--- src/dictionary_code_expander_assert.svh ---
// Assertion macros used by the dictionary code expander RTL (dce_back).
`ifndef DICTIONARY_CODE_EXPANDER_ASSERT_SVH
`define DICTIONARY_CODE_EXPANDER_ASSERT_SVH

// Same-cycle implication, checked on clock, off during reset.
`define DCE_ASSERT_IMPL(lbl, ante, cons, msg) \
   lbl: assert property (@(posedge clock) disable iff (reset) (ante) |-> (cons)) \
      else $error(msg);

// Next-cycle implication, checked on clock, off during reset.
`define DCE_ASSERT_NEXT(lbl, ante, cons, msg) \
   lbl: assert property (@(posedge clock) disable iff (reset) (ante) |=> (cons)) \
      else $error(msg);

`endif

--- src/dce_pkg.sv ---
// Shared constants, types and the magic header table of the code expander.
`default_nettype none

package dce_pkg;

   localparam int ENTRY_COUNT     = 256;
   localparam int ENTRY_W         = 8;
   localparam int MAX_ENTRY_BYTES = 255;
   localparam int BEAT_BYTES      = 8;
   localparam int LANE_W          = 3;
   localparam int WORDS_PER_ENTRY = 32;
   localparam int WORD_IDX_W      = 5;
   localparam int ADDR_W          = ENTRY_W + WORD_IDX_W;
   localparam int OUT_W           = BEAT_BYTES * 8;
   localparam int COUNT_W         = 4;
   localparam int HEADER_LEN      = 9;
   localparam int HDR_POS_W       = 4;
   localparam int QUEUE_DEPTH     = 4;
   localparam int QUEUE_PTR_W     = 2;

   typedef enum logic [1:0] {
      ST_DATA,
      ST_HDR_OK,
      ST_HDR_BAD,
      ST_UNUSED
   } status_type;

   typedef enum logic [1:0] {
      CMD_HEADER,
      CMD_LEN,
      CMD_BYTE,
      CMD_CODE
   } cmd_kind_type;

   // One command from the parser to the expander.
   typedef struct packed {
      cmd_kind_type kind;
      status_type   status;
      logic [7:0]   entry;
      logic [7:0]   pos;
      logic [7:0]   data;
   } cmd_type;

   typedef struct packed {
      logic full;
      logic empty;
   } queue_stat_type;

   // "!!8-Bit!!"
   function automatic logic [7:0] magic_byte(input logic [HDR_POS_W-1:0] idx);
      logic [7:0] b;
      unique case (idx)
         4'd0:    b = 8'h21;
         4'd1:    b = 8'h21;
         4'd2:    b = 8'h38;
         4'd3:    b = 8'h2D;
         4'd4:    b = 8'h42;
         4'd5:    b = 8'h69;
         4'd6:    b = 8'h74;
         4'd7:    b = 8'h21;
         4'd8:    b = 8'h21;
         default: b = 8'h00;
      endcase
      return b;
   endfunction

endpackage

`default_nettype wire

--- src/dce_queue.sv ---
// Short command queue between the parser and the expander.
`default_nettype none

module dce_queue (
   input  wire logic                    clock,
   input  wire logic                    reset,
   input  wire logic                    push,
   input  wire dce_pkg::cmd_type        push_cmd,
   input  wire logic                    pop,
   output      dce_pkg::cmd_type        head,
   output      dce_pkg::queue_stat_type stat
);
   import dce_pkg::*;

   cmd_type                slots_ff [QUEUE_DEPTH];
   logic [QUEUE_PTR_W-1:0] wr_ptr_ff, rd_ptr_ff;
   logic [QUEUE_PTR_W:0]   count_ff;

   assign head       = slots_ff[rd_ptr_ff];
   assign stat.full  = (count_ff == (QUEUE_PTR_W+1)'(QUEUE_DEPTH));
   assign stat.empty = (count_ff == '0);

   always_ff @(posedge clock) begin
      if (push) begin
         slots_ff[wr_ptr_ff] <= push_cmd;
      end
   end

   always_ff @(posedge clock) begin
      if (reset) begin
         wr_ptr_ff <= '0;
         rd_ptr_ff <= '0;
         count_ff  <= '0;
      end else begin
         if (push) wr_ptr_ff <= wr_ptr_ff + 1'b1;
         if (pop)  rd_ptr_ff <= rd_ptr_ff + 1'b1;
         count_ff <= count_ff + (QUEUE_PTR_W+1)'(push) - (QUEUE_PTR_W+1)'(pop);
      end
   end

endmodule

`default_nettype wire

--- config.mk ---
export PLATFORM = sky130hd
export DESIGN_NAME = dce_queue
export DESIGN_NICKNAME = d
export VERILOG_FILES = /design/src/dictionary_code_expander_assert.svh /design/src/dce_pkg.sv /design/src/dce_queue.sv
export SDC_FILE = /design/constraint.sdc
export NUM_CORES = 1
export LEC_CHECK = 0
export BUFFER_PORTS_ARGS = -buffer_cell sky130_fd_sc_hd__buf_2
export CAP_MARGIN = 20
export CORE_MARGIN = 8
export CORE_UTILIZATION = 56
export DETAILED_ROUTE_END_ITERATION = 8
export PLACE_DENSITY_LB_ADDON = 0.25
export SYNTH_ARGS = -nofsm -noshare
export SYNTH_HDL_FRONTEND = slang
export SYNTH_SLANG_ARGS = --single-unit
--- constraint.sdc ---
create_clock -name clock -period 2.2 [get_ports clock]
set_input_delay 0.33 -clock clock [delete_from_list [all_inputs] [get_ports clock]]
set_output_delay 0.33 -clock clock [all_outputs]
set_load 0.02 [all_outputs]
* After elaboration in Yosys (flattened, before gate mapping) *
Memory sizes are Yosys's and may differ from the RTL's. A register that Yosys moved wholly into a read port is not among the register bits.
Index checks and enable logic that the tools add are counted.

storage, ports and cells
  register bits = 7
  RAM bits = 112
  input bits = 32
  output and inout bits = 30
  logic and storage cells = 14
  memories = 1

cells by class
  add/sub/neg operators = 4
  equal/unequal tests = 1
  multiplexer cells = 4
  reductions and logical operators = 1

memory list
  name      words  bits a word  read ports  clocked after memory_dff  wr ports  line             text
  slots_ff  4      28           1           1                         1         dce_queue.sv:15  cmd_type slots_ff [QUEUE_DEPTH];

operator list
  kind                   number
  $add A2 B1 Y2 const B  2
  $mux W2                2
  $add A3 B1 Y3          1
  $eq A3 B3 Y1 const B   1
  $logic_not A3 Y1       1
  $sub A3 B1 Y3          1
  $mux W1                2

* Depth between registers and ports, before layout *
  depth after elaboration = 3
  gate-level depth with buffers = 7
  mapped depth without buffers = 7

* Worst setup path before layout *
OpenSTA, ideal clock, no wires.

  kind = reg2reg
  start = register wr_ptr_ff[0]
  end = memory slots_ff[2][0] in the netlist's numbering (enable)
  arrival = 1.242 ns
  required time = 1.813 ns
  slack = 0.570 ns
  stages on the path, launching flop included = 4
  path through = dfxtp_1 inv_1 ha_1 and2_1

RTL lines
  item                    line             text
  start, declared         dce_queue.sv:16  logic [QUEUE_PTR_W-1:0] wr_ptr_ff, rd_ptr_ff;
  start signal, assigned  dce_queue.sv:35  if (push) wr_ptr_ff <= wr_ptr_ff + 1'b1;
  end, declared           dce_queue.sv:15

No word-level cell before the write port.

==> impl.org <==
** Drt
- After the first detailed-routing iteration, the DRC count stood at 87.
- The final route contains between 2000 and 2500 vias.
- Pre-antenna DRT Iters :: 4
- The count of nets left with antenna violations once routing finished came out at 0.
- Count of unresolved DRC violations after routing :: 0
- In the routed layout, each cell is associated on average with a via count of between 5 and 6.
- Routed WL :: between 7000 and 8000 um
- Routed wire per std cell :: roughly 20 um

** GRT
- The first global-routing pass estimated between 10000 and 15000 um of wire.
- The initial antenna violation count was 0.
- Most used routing layer in global routing :: met2
- Entering global routing, the biggest net connects 29 pins.
- Met2 capacity usage during global routing :: 23.91%
- Global routing used under 10% of the available met3 tracks.
- Remaining global-route overflow :: 0
- All-layer global routing usage :: 14.88%
- Number of global-route vias before repair :: ~2300
- For this run, global-route usage on met1 was measured as about 17%.

** Floorplan
- The die covers ~11000 um2.
- Die width :: between 100 and 150 um
- The floorplan step defined a core boundary enclosing 8010 um2.
- Starting density of the core :: 56.54%
- The floorplan step set the die height to 105.9 um.
- Site row count :: 33
- Io pins :: a little over 60

** Placed design
- Placed Instances :: about 360
- Count of input and output buffers :: 61
- HPWL after detailed placement :: between 4000 and 5000 um
- DP Area :: 5009 um2
- Weighted congestion reported at the end of routability-driven placement :: between 0.7 and 0.8
- Timing analysis after detailed placement gives a worst setup slack of 0.4536 ns.

** Layout
- The post-route netlist has between 40% and 50% of its cells at a drive strength greater than 1.
- Number of diodes :: 0
- Relative area change from synthesis to final layout :: 23.84%
- After filler insertion, the fill cell instance count of the layout stands at roughly 510.
- The library cell used most frequently in the layout, excluding fill and tap cells, is edfxtp_1.
- After routing the design area is 5609 um2.
- After the flow finishes, the layout carries non-filler instances totaling 393.
- In the layout the commonest cells are edfxtp_1, buf_2, mux4_2.
- Nets :: approximately 310

** Clock tree
- Maximum buffer depth of the clock tree :: 2
- TritonCTS built the clock tree.
- CTS buffer count :: 17
- Clock-pin slew on the worst setup and hold paths :: around 0.06 ns
- CTS placed an instance of clkbuf_8 at the clock tree root.
- Total number of H-tree levels :: 4
- The tree built by TritonCTS fans out to ~120 sinks.
- The later pin in the worst-skew pair is clocked with a latency of 0.50 ns.

** Timing
- Setup violations remaining at the end of the flow were counted as 0.
- Tcrit/Tclk final :: a little over nine tenths
- The number of failing hold endpoints at the final stage was 0.
- Pins Over Slew Limit :: 0
- Based on the critical path, the design can be clocked at up to around 470 MHz.
- Worst path setup slack after routing :: 0.07783 ns
- Adding up every negative setup slack in the final design gives 0 ns.
- The worst path in the final design needs a cycle of around 2.1 ns, including I/O delays and setup.
- Final setup skew :: around 0.0053 ns
- Setup repair after global routing could not meet its margin everywhere.
- Measured against its own limit, the worst slew margin works out to between 70% and 80%.
- Slew at the pin closest to its max-slew limit :: 0.3965 ns

** Run status
- Result of the run :: finished, final reports clean

** Power
- Worst IR Drop VDD :: between 0.6 and 0.7 mV
- Power after layout :: between 5 and 6 mW
- Summed over all cells, the static leakage comes to a little over 2 nW.
- PD cells :: 1043 nW/um2

** Critical path
- Startpoint types :: register
- Crit path DAT :: approximately 1.8 ns
- Req. time, crit path :: between 1.5 and 2 ns
- By startpoint and endpoint, the worst setup path is classified as register to output port.
- Kind of capture point of the worst setup path :: output port
- Maximum net fanout on the critical path :: 15

** Yosys
- Total nets after synthesis :: approximately 230
- Post-synthesis area per instance :: between 20 and 25 um2
- In this run the cell area of the synthesized design comes to 4529 um2.
- Mapped Cells :: roughly 190
- For this run, the register share of the synthesized area comes to about four fifths.
- For this run, the number of Yosys warnings is 0.
- Synthesis instantiated 21 different standard cells from the library.
- Seq cells post-synth :: roughly 120

** Flow run
- Max-cap viol count :: 0

** Hold path
- The worst hold path belongs to the class input pin to register.
registers in the layout, indices dropped and copies added, names as in the netlist, named ones only:
signal,flops
wr_ptr_ff,2
slots_ff,112
rd_ptr_ff,2
count_ff,3
cell usage after synthesis (all sizes together):
library cell  count  share of area, %
ha                6               1.7
dfxtp             9               4.0
and3              1              0.14
xor3              1              0.52
and2              4              0.55
a21bo             1              0.22
xnor2             2              0.39
a21oi             1              0.11
mux4             28                15
nor3              1              0.11
edfxtp          112                74
fa                1              0.44
nor2              5              0.41
nor2b             2              0.28
nand3b            1              0.17
buf               6               1.5
mux2i             1              0.22
inv               6              0.50
power by group:
group	leakage, nW	switching (mW)	internal (mW)	total (mW)
clock	0.267	0.935	1.60	2.53
combinational	0.641	0.338	0.294	0.633
sequential	1.10	0.0426	2.65	2.69
total	2.01	1.32	4.54	5.85
stage by stage:
stage / hold WS, ns / utilization [%]
finish: 0.03849 / 70.03
global route: 0.01265 / 70.03
CTS: 0.009343 / 69.79
detailed placement: 0.5380 / 62.53
global placement: 0.5159 / 62.53
floorplan: 0.4016 / -
what timing repair did:
| action | in CTS | in global routing |
|---|---|---|
| setup endpoints to repair | 22 | 3 |
| cloned | 0 | 0 |
| hold buffers | 0 | 0 |
| resized for setup | 1 | 6 |
| pin swaps | 0 | 0 |
| buffers inserted | 2 | 0 |
cell families (layout without fill, tap and decap cells):
group | count (synthesis) | in the layout | synth area share [%]
mux | 29 | 29 | 14.81
simple gates | 14 | 14 | 1.657
compound gates | 2 | 2 | 0.3314
buf+inv | 12 | 112 | 1.961
fa+ha+maj | 7 | 7 | 2.099
flops | 121 | 121 | 78.23
xor+xnor | 3 | 3 | 0.9116
worst paths after layout:
check / depth (start not counted) / to / slack, ns / startpoint
min: 1 / slots_ff[2][10]$_DFFE_PP_ / 0.04 / push_cmd[10]
max reg2reg: 7 / count_ff[2]$_SDFF_PP0_ / 0.64 / count_ff[0]$_SDFF_PP0_
max: 3 / head[4] / 0.08 / register
min reg2reg: 2 / register / 0.54 / rd_ptr_ff[1]$_SDFFE_PP0P_
layer usage:
metal / part of all wire (%) / routed length (um)
met5: 0 / 0
met4: 0.85 / 66
met3: 5.1 / 396
met2: 53 / 4061
met1: 41 / 3208
layout make-up:
class                   instances  area, um2  share of cell area [%]
flip-flops and latches        121       3547                   63.24
multi-input cells              55      897.1                   15.99
repair buffers                 74      459.2                   8.186
clock buffers                  19      421.7                   7.517
well taps                     105      131.4                   2.342
clock inverters                13      130.1                   2.320
inverters                       6      22.52                  0.4015
critical path, stage by stage (launching register included):
cell	delay [ns]
dfxtp_4	0.40
buf_12	0.18
mux4_2	0.52
buf_2	0.18
Power figures use the tool's default switching activity.
