==> src/dictionary_code_expander_assert.svh <==
// Assertion macros used by the dictionary code expander RTL (dce_back).
`ifndef DICTIONARY_CODE_EXPANDER_ASSERT_SVH
`define DICTIONARY_CODE_EXPANDER_ASSERT_SVH

// Same-cycle implication, checked on clock, off during reset.
`define DCE_ASSERT_IMPL(lbl, ante, cons, msg) \
   lbl: assert property (@(posedge clock) disable iff (reset) (ante) |-> (cons)) \
      else $error(msg);

// Next-cycle implication, checked on clock, off during reset.
`define DCE_ASSERT_NEXT(lbl, ante, cons, msg) \
   lbl: assert property (@(posedge clock) disable iff (reset) (ante) |=> (cons)) \
      else $error(msg);

`endif

==> src/dce_pkg.sv <==
// Shared constants, types and the magic header table of the code expander.
`default_nettype none

package dce_pkg;

   localparam int ENTRY_COUNT     = 256;
   localparam int ENTRY_W         = 8;
   localparam int MAX_ENTRY_BYTES = 255;
   localparam int BEAT_BYTES      = 8;
   localparam int LANE_W          = 3;
   localparam int WORDS_PER_ENTRY = 32;
   localparam int WORD_IDX_W      = 5;
   localparam int ADDR_W          = ENTRY_W + WORD_IDX_W;
   localparam int OUT_W           = BEAT_BYTES * 8;
   localparam int COUNT_W         = 4;
   localparam int HEADER_LEN      = 9;
   localparam int HDR_POS_W       = 4;
   localparam int QUEUE_DEPTH     = 4;
   localparam int QUEUE_PTR_W     = 2;

   typedef enum logic [1:0] {
      ST_DATA,
      ST_HDR_OK,
      ST_HDR_BAD,
      ST_UNUSED
   } status_type;

   typedef enum logic [1:0] {
      CMD_HEADER,
      CMD_LEN,
      CMD_BYTE,
      CMD_CODE
   } cmd_kind_type;

   // One command from the parser to the expander.
   typedef struct packed {
      cmd_kind_type kind;
      status_type   status;
      logic [7:0]   entry;
      logic [7:0]   pos;
      logic [7:0]   data;
   } cmd_type;

   typedef struct packed {
      logic full;
      logic empty;
   } queue_stat_type;

   // "!!8-Bit!!"
   function automatic logic [7:0] magic_byte(input logic [HDR_POS_W-1:0] idx);
      logic [7:0] b;
      unique case (idx)
         4'd0:    b = 8'h21;
         4'd1:    b = 8'h21;
         4'd2:    b = 8'h38;
         4'd3:    b = 8'h2D;
         4'd4:    b = 8'h42;
         4'd5:    b = 8'h69;
         4'd6:    b = 8'h74;
         4'd7:    b = 8'h21;
         4'd8:    b = 8'h21;
         default: b = 8'h00;
      endcase
      return b;
   endfunction

endpackage

`default_nettype wire

==> src/dce_front.sv <==
// Stream parser: header check, dictionary walk, code classification.
`default_nettype none

module dce_front (
   input  wire logic                    clock,
   input  wire logic                    reset,
   input  wire logic                    accept,
   input  wire logic [7:0]              in_byte,
   input  wire logic                    start_of_file,
   output      logic                    push,
   output      dce_pkg::cmd_type        push_cmd
);
   import dce_pkg::*;

   typedef enum logic [1:0] {
      PH_HEADER,
      PH_LEN,
      PH_CONTENT,
      PH_CODE
   } phase_type;

   phase_type              phase_ff, phase_in, phase_eff;
   logic [HDR_POS_W-1:0]   hdr_pos_ff, hdr_pos_in, hpos;
   logic                   mismatch_ff, mismatch_in, mism, bad;
   logic [ENTRY_W:0]       entry_ff, entry_in, ent, ent_next;
   logic [7:0]             left_ff, left_in, left;
   logic [7:0]             wpos_ff, wpos_in, wpos;

   always_comb begin
      // start of file clears the parse state before the byte is handled
      phase_eff = start_of_file ? PH_HEADER : phase_ff;
      hpos      = start_of_file ? '0 : hdr_pos_ff;
      mism      = start_of_file ? 1'b0 : mismatch_ff;
      ent       = start_of_file ? '0 : entry_ff;
      left      = start_of_file ? '0 : left_ff;
      wpos      = start_of_file ? '0 : wpos_ff;
      ent_next  = ent + 1'b1;
      bad       = mism | (in_byte != magic_byte(hpos));

      phase_in    = phase_ff;
      hdr_pos_in  = hdr_pos_ff;
      mismatch_in = mismatch_ff;
      entry_in    = entry_ff;
      left_in     = left_ff;
      wpos_in     = wpos_ff;
      push        = 1'b0;
      push_cmd    = '{kind: CMD_CODE, status: ST_DATA, entry: ent[ENTRY_W-1:0],
                      pos: wpos, data: in_byte};

      if (accept) begin
         phase_in    = phase_eff;
         hdr_pos_in  = hpos;
         mismatch_in = mism;
         entry_in    = ent;
         left_in     = left;
         wpos_in     = wpos;
         unique case (phase_eff)
            PH_HEADER: begin
               mismatch_in = bad;
               hdr_pos_in  = hpos + 1'b1;
               if (hpos == HDR_POS_W'(HEADER_LEN - 1)) begin
                  entry_in        = '0;
                  phase_in        = PH_LEN;
                  push            = 1'b1;
                  push_cmd.kind   = CMD_HEADER;
                  push_cmd.status = bad ? ST_HDR_BAD : ST_HDR_OK;
               end
            end
            PH_LEN: begin
               push          = 1'b1;
               push_cmd.kind = CMD_LEN;
               push_cmd.data = (in_byte > 8'(MAX_ENTRY_BYTES)) ? 8'(MAX_ENTRY_BYTES)
                                                               : in_byte;
               left_in       = in_byte;
               wpos_in       = '0;
               if (in_byte == '0) begin
                  entry_in = ent_next;
                  phase_in = (ent_next >= (ENTRY_W+1)'(ENTRY_COUNT)) ? PH_CODE : PH_LEN;
               end else begin
                  phase_in = PH_CONTENT;
               end
            end
            PH_CONTENT: begin
               // bytes past the store limit are swallowed to stay aligned
               if (wpos < 8'(MAX_ENTRY_BYTES)) begin
                  push          = 1'b1;
                  push_cmd.kind = CMD_BYTE;
               end
               wpos_in = wpos + 1'b1;
               left_in = left - 1'b1;
               if (left == 8'd1) begin
                  entry_in = ent_next;
                  phase_in = (ent_next >= (ENTRY_W+1)'(ENTRY_COUNT)) ? PH_CODE : PH_LEN;
               end
            end
            PH_CODE: begin
               push          = 1'b1;
               push_cmd.kind = CMD_CODE;
            end
            default: begin
               phase_in = PH_HEADER;
            end
         endcase
      end
   end

   always_ff @(posedge clock) begin
      if (reset) begin
         phase_ff    <= PH_HEADER;
         hdr_pos_ff  <= '0;
         mismatch_ff <= 1'b0;
         entry_ff    <= '0;
         left_ff     <= '0;
         wpos_ff     <= '0;
      end else begin
         phase_ff    <= phase_in;
         hdr_pos_ff  <= hdr_pos_in;
         mismatch_ff <= mismatch_in;
         entry_ff    <= entry_in;
         left_ff     <= left_in;
         wpos_ff     <= wpos_in;
      end
   end

endmodule

`default_nettype wire

==> config.mk <==
export PLATFORM = sky130hd
export DESIGN_NAME = dce_front
export DESIGN_NICKNAME = d
export VERILOG_FILES = /design/src/dictionary_code_expander_assert.svh /design/src/dce_pkg.sv /design/src/dce_front.sv
export SDC_FILE = /design/constraint.sdc
export NUM_CORES = 1
export LEC_CHECK = 0
export BUFFER_PORTS_ARGS = -buffer_cell sky130_fd_sc_hd__buf_4
export CORE_ASPECT_RATIO = 0.75
export CORE_MARGIN = 4
export CORE_UTILIZATION = 35
export CTS_CLUSTER_SIZE = 20
export DETAILED_ROUTE_END_ITERATION = 10
export GPL_ROUTABILITY_DRIVEN = 0
export GPL_TIMING_DRIVEN = 1
export SYNTH_ARGS = -nofsm -noshare
export SYNTH_HDL_FRONTEND = slang
export SYNTH_SLANG_ARGS = --single-unit
==> constraint.sdc <==
create_clock -name clock -period 5.3 [get_ports clock]
set_input_delay 1.325 -clock clock [delete_from_list [all_inputs] [get_ports clock]]
set_output_delay 1.325 -clock clock [all_outputs]
set_load 0.03 [all_outputs]
======== Word level (Yosys, flattened, before mapping) ========
Memories as Yosys holds them, arrays and structs flattened.
Cells that the tools add are included.
cells by class
  add/subtract/negate cells ............... 4
  multipliers ............................. 0
  div/mod/pow operators ................... 0
  magnitude comparators ................... 3
  equal/unequal tests ..................... 6
  shift-type cells ........................ 0
  multiplexer cells ....................... 32
  bitwise operators ....................... 1
  reductions and logical operators ........ 3
operators by type and width
  operator             number
  $mux 8               5
  $mux 9               4
  $pmux 8 s2           2
  $pmux 9 s3           1
  $mux 4               4
  $mux 2               7
  $add 9x1->9 const B  1
  $ge 9x9->1 const B   1
  $add 8x1->8 const B  1
  $eq 8x1->1 const B   1
  $gt 8x8->1 const B   1
  $logic_not 8->1      1
  $lt 8x8->1 const B   1
  $ne 8x8->1           1
  $pmux 2 s4           1
  $sub 8x1->8 const B  1
  $mux 1               6
  $pmux 2 s3           1
  $add 4x1->4 const B  1
  $eq 2x2->1 const B   2
  $eq 4x4->1 const B   1
  $pmux 1 s3           1
  $eq 2x1->1 const B   1
  $logic_not 2->1      1
  other kinds (2)      2
word-level totals
  flip-flop bits (word level) ............. 32
  bits in latches ......................... 0
  RAM bits ................................ 0
  ROM bits ................................ 112
  output and inout port bits .............. 29
  word-level logic and storage cells ...... 56
  memories kept ........................... 1
memory list
  name             depth  bits a word  read ports  clocked after memory_dff  wr ports  line           source
  (no name shown)  16     7            1           0                         0         dce_pkg.sv:52  unique case (idx)

======== Depth between registers and ports, before layout ========
An unclocked memory read counts as a cell.
  word-level depth ........................ 8
  depth in mapped cells ................... 13
  depth with buffers taken out ............ 10

======== Least setup slack after synthesis ========
No wires, ideal clock.
  path type ............................... input to output
  start point ............................. input port start_of_file
  end point ............................... output port push_cmd[26] (netlist bit)
  arrival time ............................ 3338 ps
  slack ................................... 637 ps
  stages on the path ...................... 9
  path buffers ............................ 3
  cell sequence ........................... buf_4 -> buf_4 -> clkbuf_1 -> nor2b_1 -> ha_1 -> nand3_1 -> nor2_1 -> a2111oi_0 -> nor2_1
RTL lines
  element          line             source
  start, declared  dce_front.sv:9   input wire logic start_of_file,
  end, declared    dce_front.sv:11  output dce_pkg::cmd_type push_cmd

==> results.py <==
metrics = {
    "run_status": {
        "status": "completed",
    },
    "critical_path": {
        "cp-start-kind": "input port",
        "rr_endpoint": "entry_ff[5]",
        "endpoint_kind": "primary output",
        "reg2regPathDepth": 8,
        "path_max_fanout": 11,
        "r2r-start": "phase_ff[0]",
        "r2r_slack_ns": 3.00,
        "crit_required_ns": 3.97,
        "crit_arrival_ns": 3.22,
        "path_class": "input port to primary output",
        "crit_path_start": "start_of_file",
    },
    "clock_network": {
        "path_clk_slew_ns": 0.07,
        "insertion_delay_ns": 0.29,
        "root_buffer": "clkbuf_8",
        "clock_sinks": 32,
        "cts_tree": "done",
        "cts.repair.resized": 0,
        "post-cts-setup-buffer-count": 0,
        "cts_buffers": 5,
        "htree_levels": 2,
        "postCtsHoldBufs": 0,
        "clock_path_buffers": 2,
    },
    "final_layout": {
        "drive_above_1_share": 0.1558,
        "n_antenna_cell": 0,
        "final_net_count": 404,
        "fillers": 725,
        "layout_common_cells": "nand2_1 (43), buf_4 (43), nor2_1 (41), a21oi_1 (32), dfxtp_1 (32)",
        "syn2layout_area_growth_pct": 15.83,
    },
    "timing": {
        "period_share": 0.8567,
        "hold_viol": 0,
        "timing.max_slew.rel_slack": 0.5629,
        "slew_viol_final": 0,
        "final.setup_skew_ns": 0.01095,
        "rsz0062_at_grt": "false",
        "finalSetupTns_ns": 0,
        "max_freq_mhz": 220.2,
        "setup_viol": 0,
        "whs_ns": 0.4760,
        "tightest_slew_ns": 0.6557,
        "period_minus_slack_ns": 4.540,
    },
    "synthesis": {
        "syn_avg_cell_area_sq_um": 7.078,
        "synth_top_cell_by_area": "dfxtp_1",
        "ys_async_sr_fraction": 0,
        "synth_seq_cells": 32,
        "synth_area_sq_um": 2576,
        "synth_cells": 364,
        "netlist_top_cells_area": "dfxtp_1 (25%), nand2_1 (6.3%), a21oi_1 (6.2%)",
        "synthFlopType": "dfxtp_1",
        "seq_area_frac_synth": 0.2487,
        "ys_warn_count": 0,
        "ys_types": 57,
        "synth_edf_count": 0,
        "synth_top_area_share": 0.2487,
        "syn_nets": 384,
    },
    "min_path": {
        "whs_endpoint": "entry_ff[8]",
        "hold_depth": 2,
        "min_from": "entry_ff[8]",
        "holdCritPathClass": "flop to flop",
    },
    "pwr": {
        "ir_worst_vdd_mv": 0.09542,
        "p_per_area_nw_per_um2": 185.3,
        "leakagePower_nw": 1.155,
    },
    "routing": {
        "drt_wl_total_microns": 7785,
        "viasPerCell": 5.708,
        "drtPass1Iterations": 5,
        "vias": 2757,
        "ant_nets": 0,
        "drc": 0,
        "drt_iter0_drc": 289,
        "avgRoutedWirePerCell_microns": 16.12,
    },
    "floorplanning": {
        "core_region_area_sq_um": 6994,
        "initial_core_util": 0.3683,
        "ios": 41,
        "die_w_microns": 107.1,
        "row_count": 26,
        "die_h_microns": 82.30,
        "die-area_sq_um": 8811,
    },
    "global_routing": {
        "grt_usage": 0.1782,
        "grt_max_degree": 34,
        "grt.overflow.total": 0,
        "grt_antenna_before_repair": 0,
        "grt_first_pass_wirelength_microns": 12590,
        "grt_pass1_vias": 2422,
    },
    "place": {
        "dp_hpwl_microns": 5596,
        "io_buffers": 40,
    },
    "flow_run": {
        "cap_violations": 0,
    },
}
[stage by stage]
| step | setup WS, ns | instances | power [mW] | utilization | instance area (sq um) |
|---|---|---|---|---|---|
| floorplan | 0.6368 | 364 | 0.3239 | - | 2576 |
| global placement | 0.8896 | 475 | 0.3569 | 0.4138 | 2894 |
| detailed placement | 0.8147 | 475 | 0.3577 | 0.4138 | 2894 |
| CTS | 0.8193 | 483 | 0.5568 | 0.4267 | 2984 |
| global route | 0.6003 | 483 | 0.5778 | 0.4267 | 2984 |
| finish | 0.7597 | 483 | 0.5529 | 0.4267 | 2984 |
[final cells by class]
| type | instances | area [sq um] | share of cell area |
|---|---|---|---|
| Clock buffer | 8 | 90.09 | 0.03019 |
| Inverter | 12 | 45.04 | 0.01509 |
| Multi-Input combinational cell | 290 | 1763 | 0.5908 |
| Sequential cell | 32 | 640.6 | 0.2147 |
| Tap cell | 98 | 122.6 | 0.04109 |
| Timing Repair Buffer | 43 | 322.8 | 0.1082 |
[worst max-delay path: stages]
cell	delay, ns
buf_4	0.11
inv_2	0.10
nand2_1	0.23
inv_1	0.10
ha_1	0.23
inv_1	0.12
nand2_1	0.15
a2111oi_0	0.57
nor2_1	0.08
buf_4	0.19
[synth_stat cells (all sizes together), types with 2 or more instances]
master and number:
nand2 43, nor2 41, a21oi 32, dfxtp 32, o21ai 29, clkbuf 24
nor2b 19, inv 12, nand3 11, a22oi 8, ha 8, nor3 8
nand4 7, a311oi 6, buf 6, nand3b 6, and2 5, nand2b 5
a31oi 4, a32oi 4, and3 4, mux2i 4, nor4 4, o211ai 4
xor2 4, a32o 3, o31ai 3, or3 3, xnor2 3, a211oi 2
a21o 2, o21a 2, o311ai 2
[registers in the layout, indices dropped and copies added, names as in the netlist]
name         count
wpos_ff          8
entry_ff         9
mismatch_ff      1
phase_ff         2
left_ff          8
hdr_pos_ff       4
[power by group]
group,leakage (nW),internal (mW),switching [mW]
Clock,0.0455,0.106,0.0935
Sequential,0.260,0.245,0.00709
Combinational,0.850,0.0348,0.0662
[how the worst max path moves through the flow]
| stage | to | slack [ns] | depth (start not counted) |
|---|---|---|---|
| finish | push_cmd[26] | 0.76 | 10 |
| global route | push_cmd[26] | 0.60 | 10 |
| CTS | push_cmd[26] | 0.82 | 10 |
| detailed placement | push_cmd[26] | 0.81 | 10 |
| global placement | push_cmd[26] | 0.89 | 10 |
| floorplan | push_cmd[26] | 0.64 | 9 |
[logic make-up (layout without fill, tap and decap cells)]
group	after synthesis	in the layout	share of synthesized area
and+or+nand+nor	163	163	0.3375
AOI/OAI and AO/OA	108	108	0.2686
buffers and inverters	42	63	0.06702
DFF	32	32	0.2487
adders and majority gates	8	8	0.03886
xor gates and xnor gates	7	7	0.02380
muxes	4	4	0.01554
[routing by layer]
layer	wire length (microns)	up-vias	GRT usage	share of wire
li1	-	1349	-	-
met1	3924	1301	0.2675	0.50
met2	3193	99	0.2597	0.41
met3	580	8	0.03497	0.075
met4	86	0	0.04215	0.011
met5	0	-	0	0
Note: power is estimated with default switching activity, not from simulation.
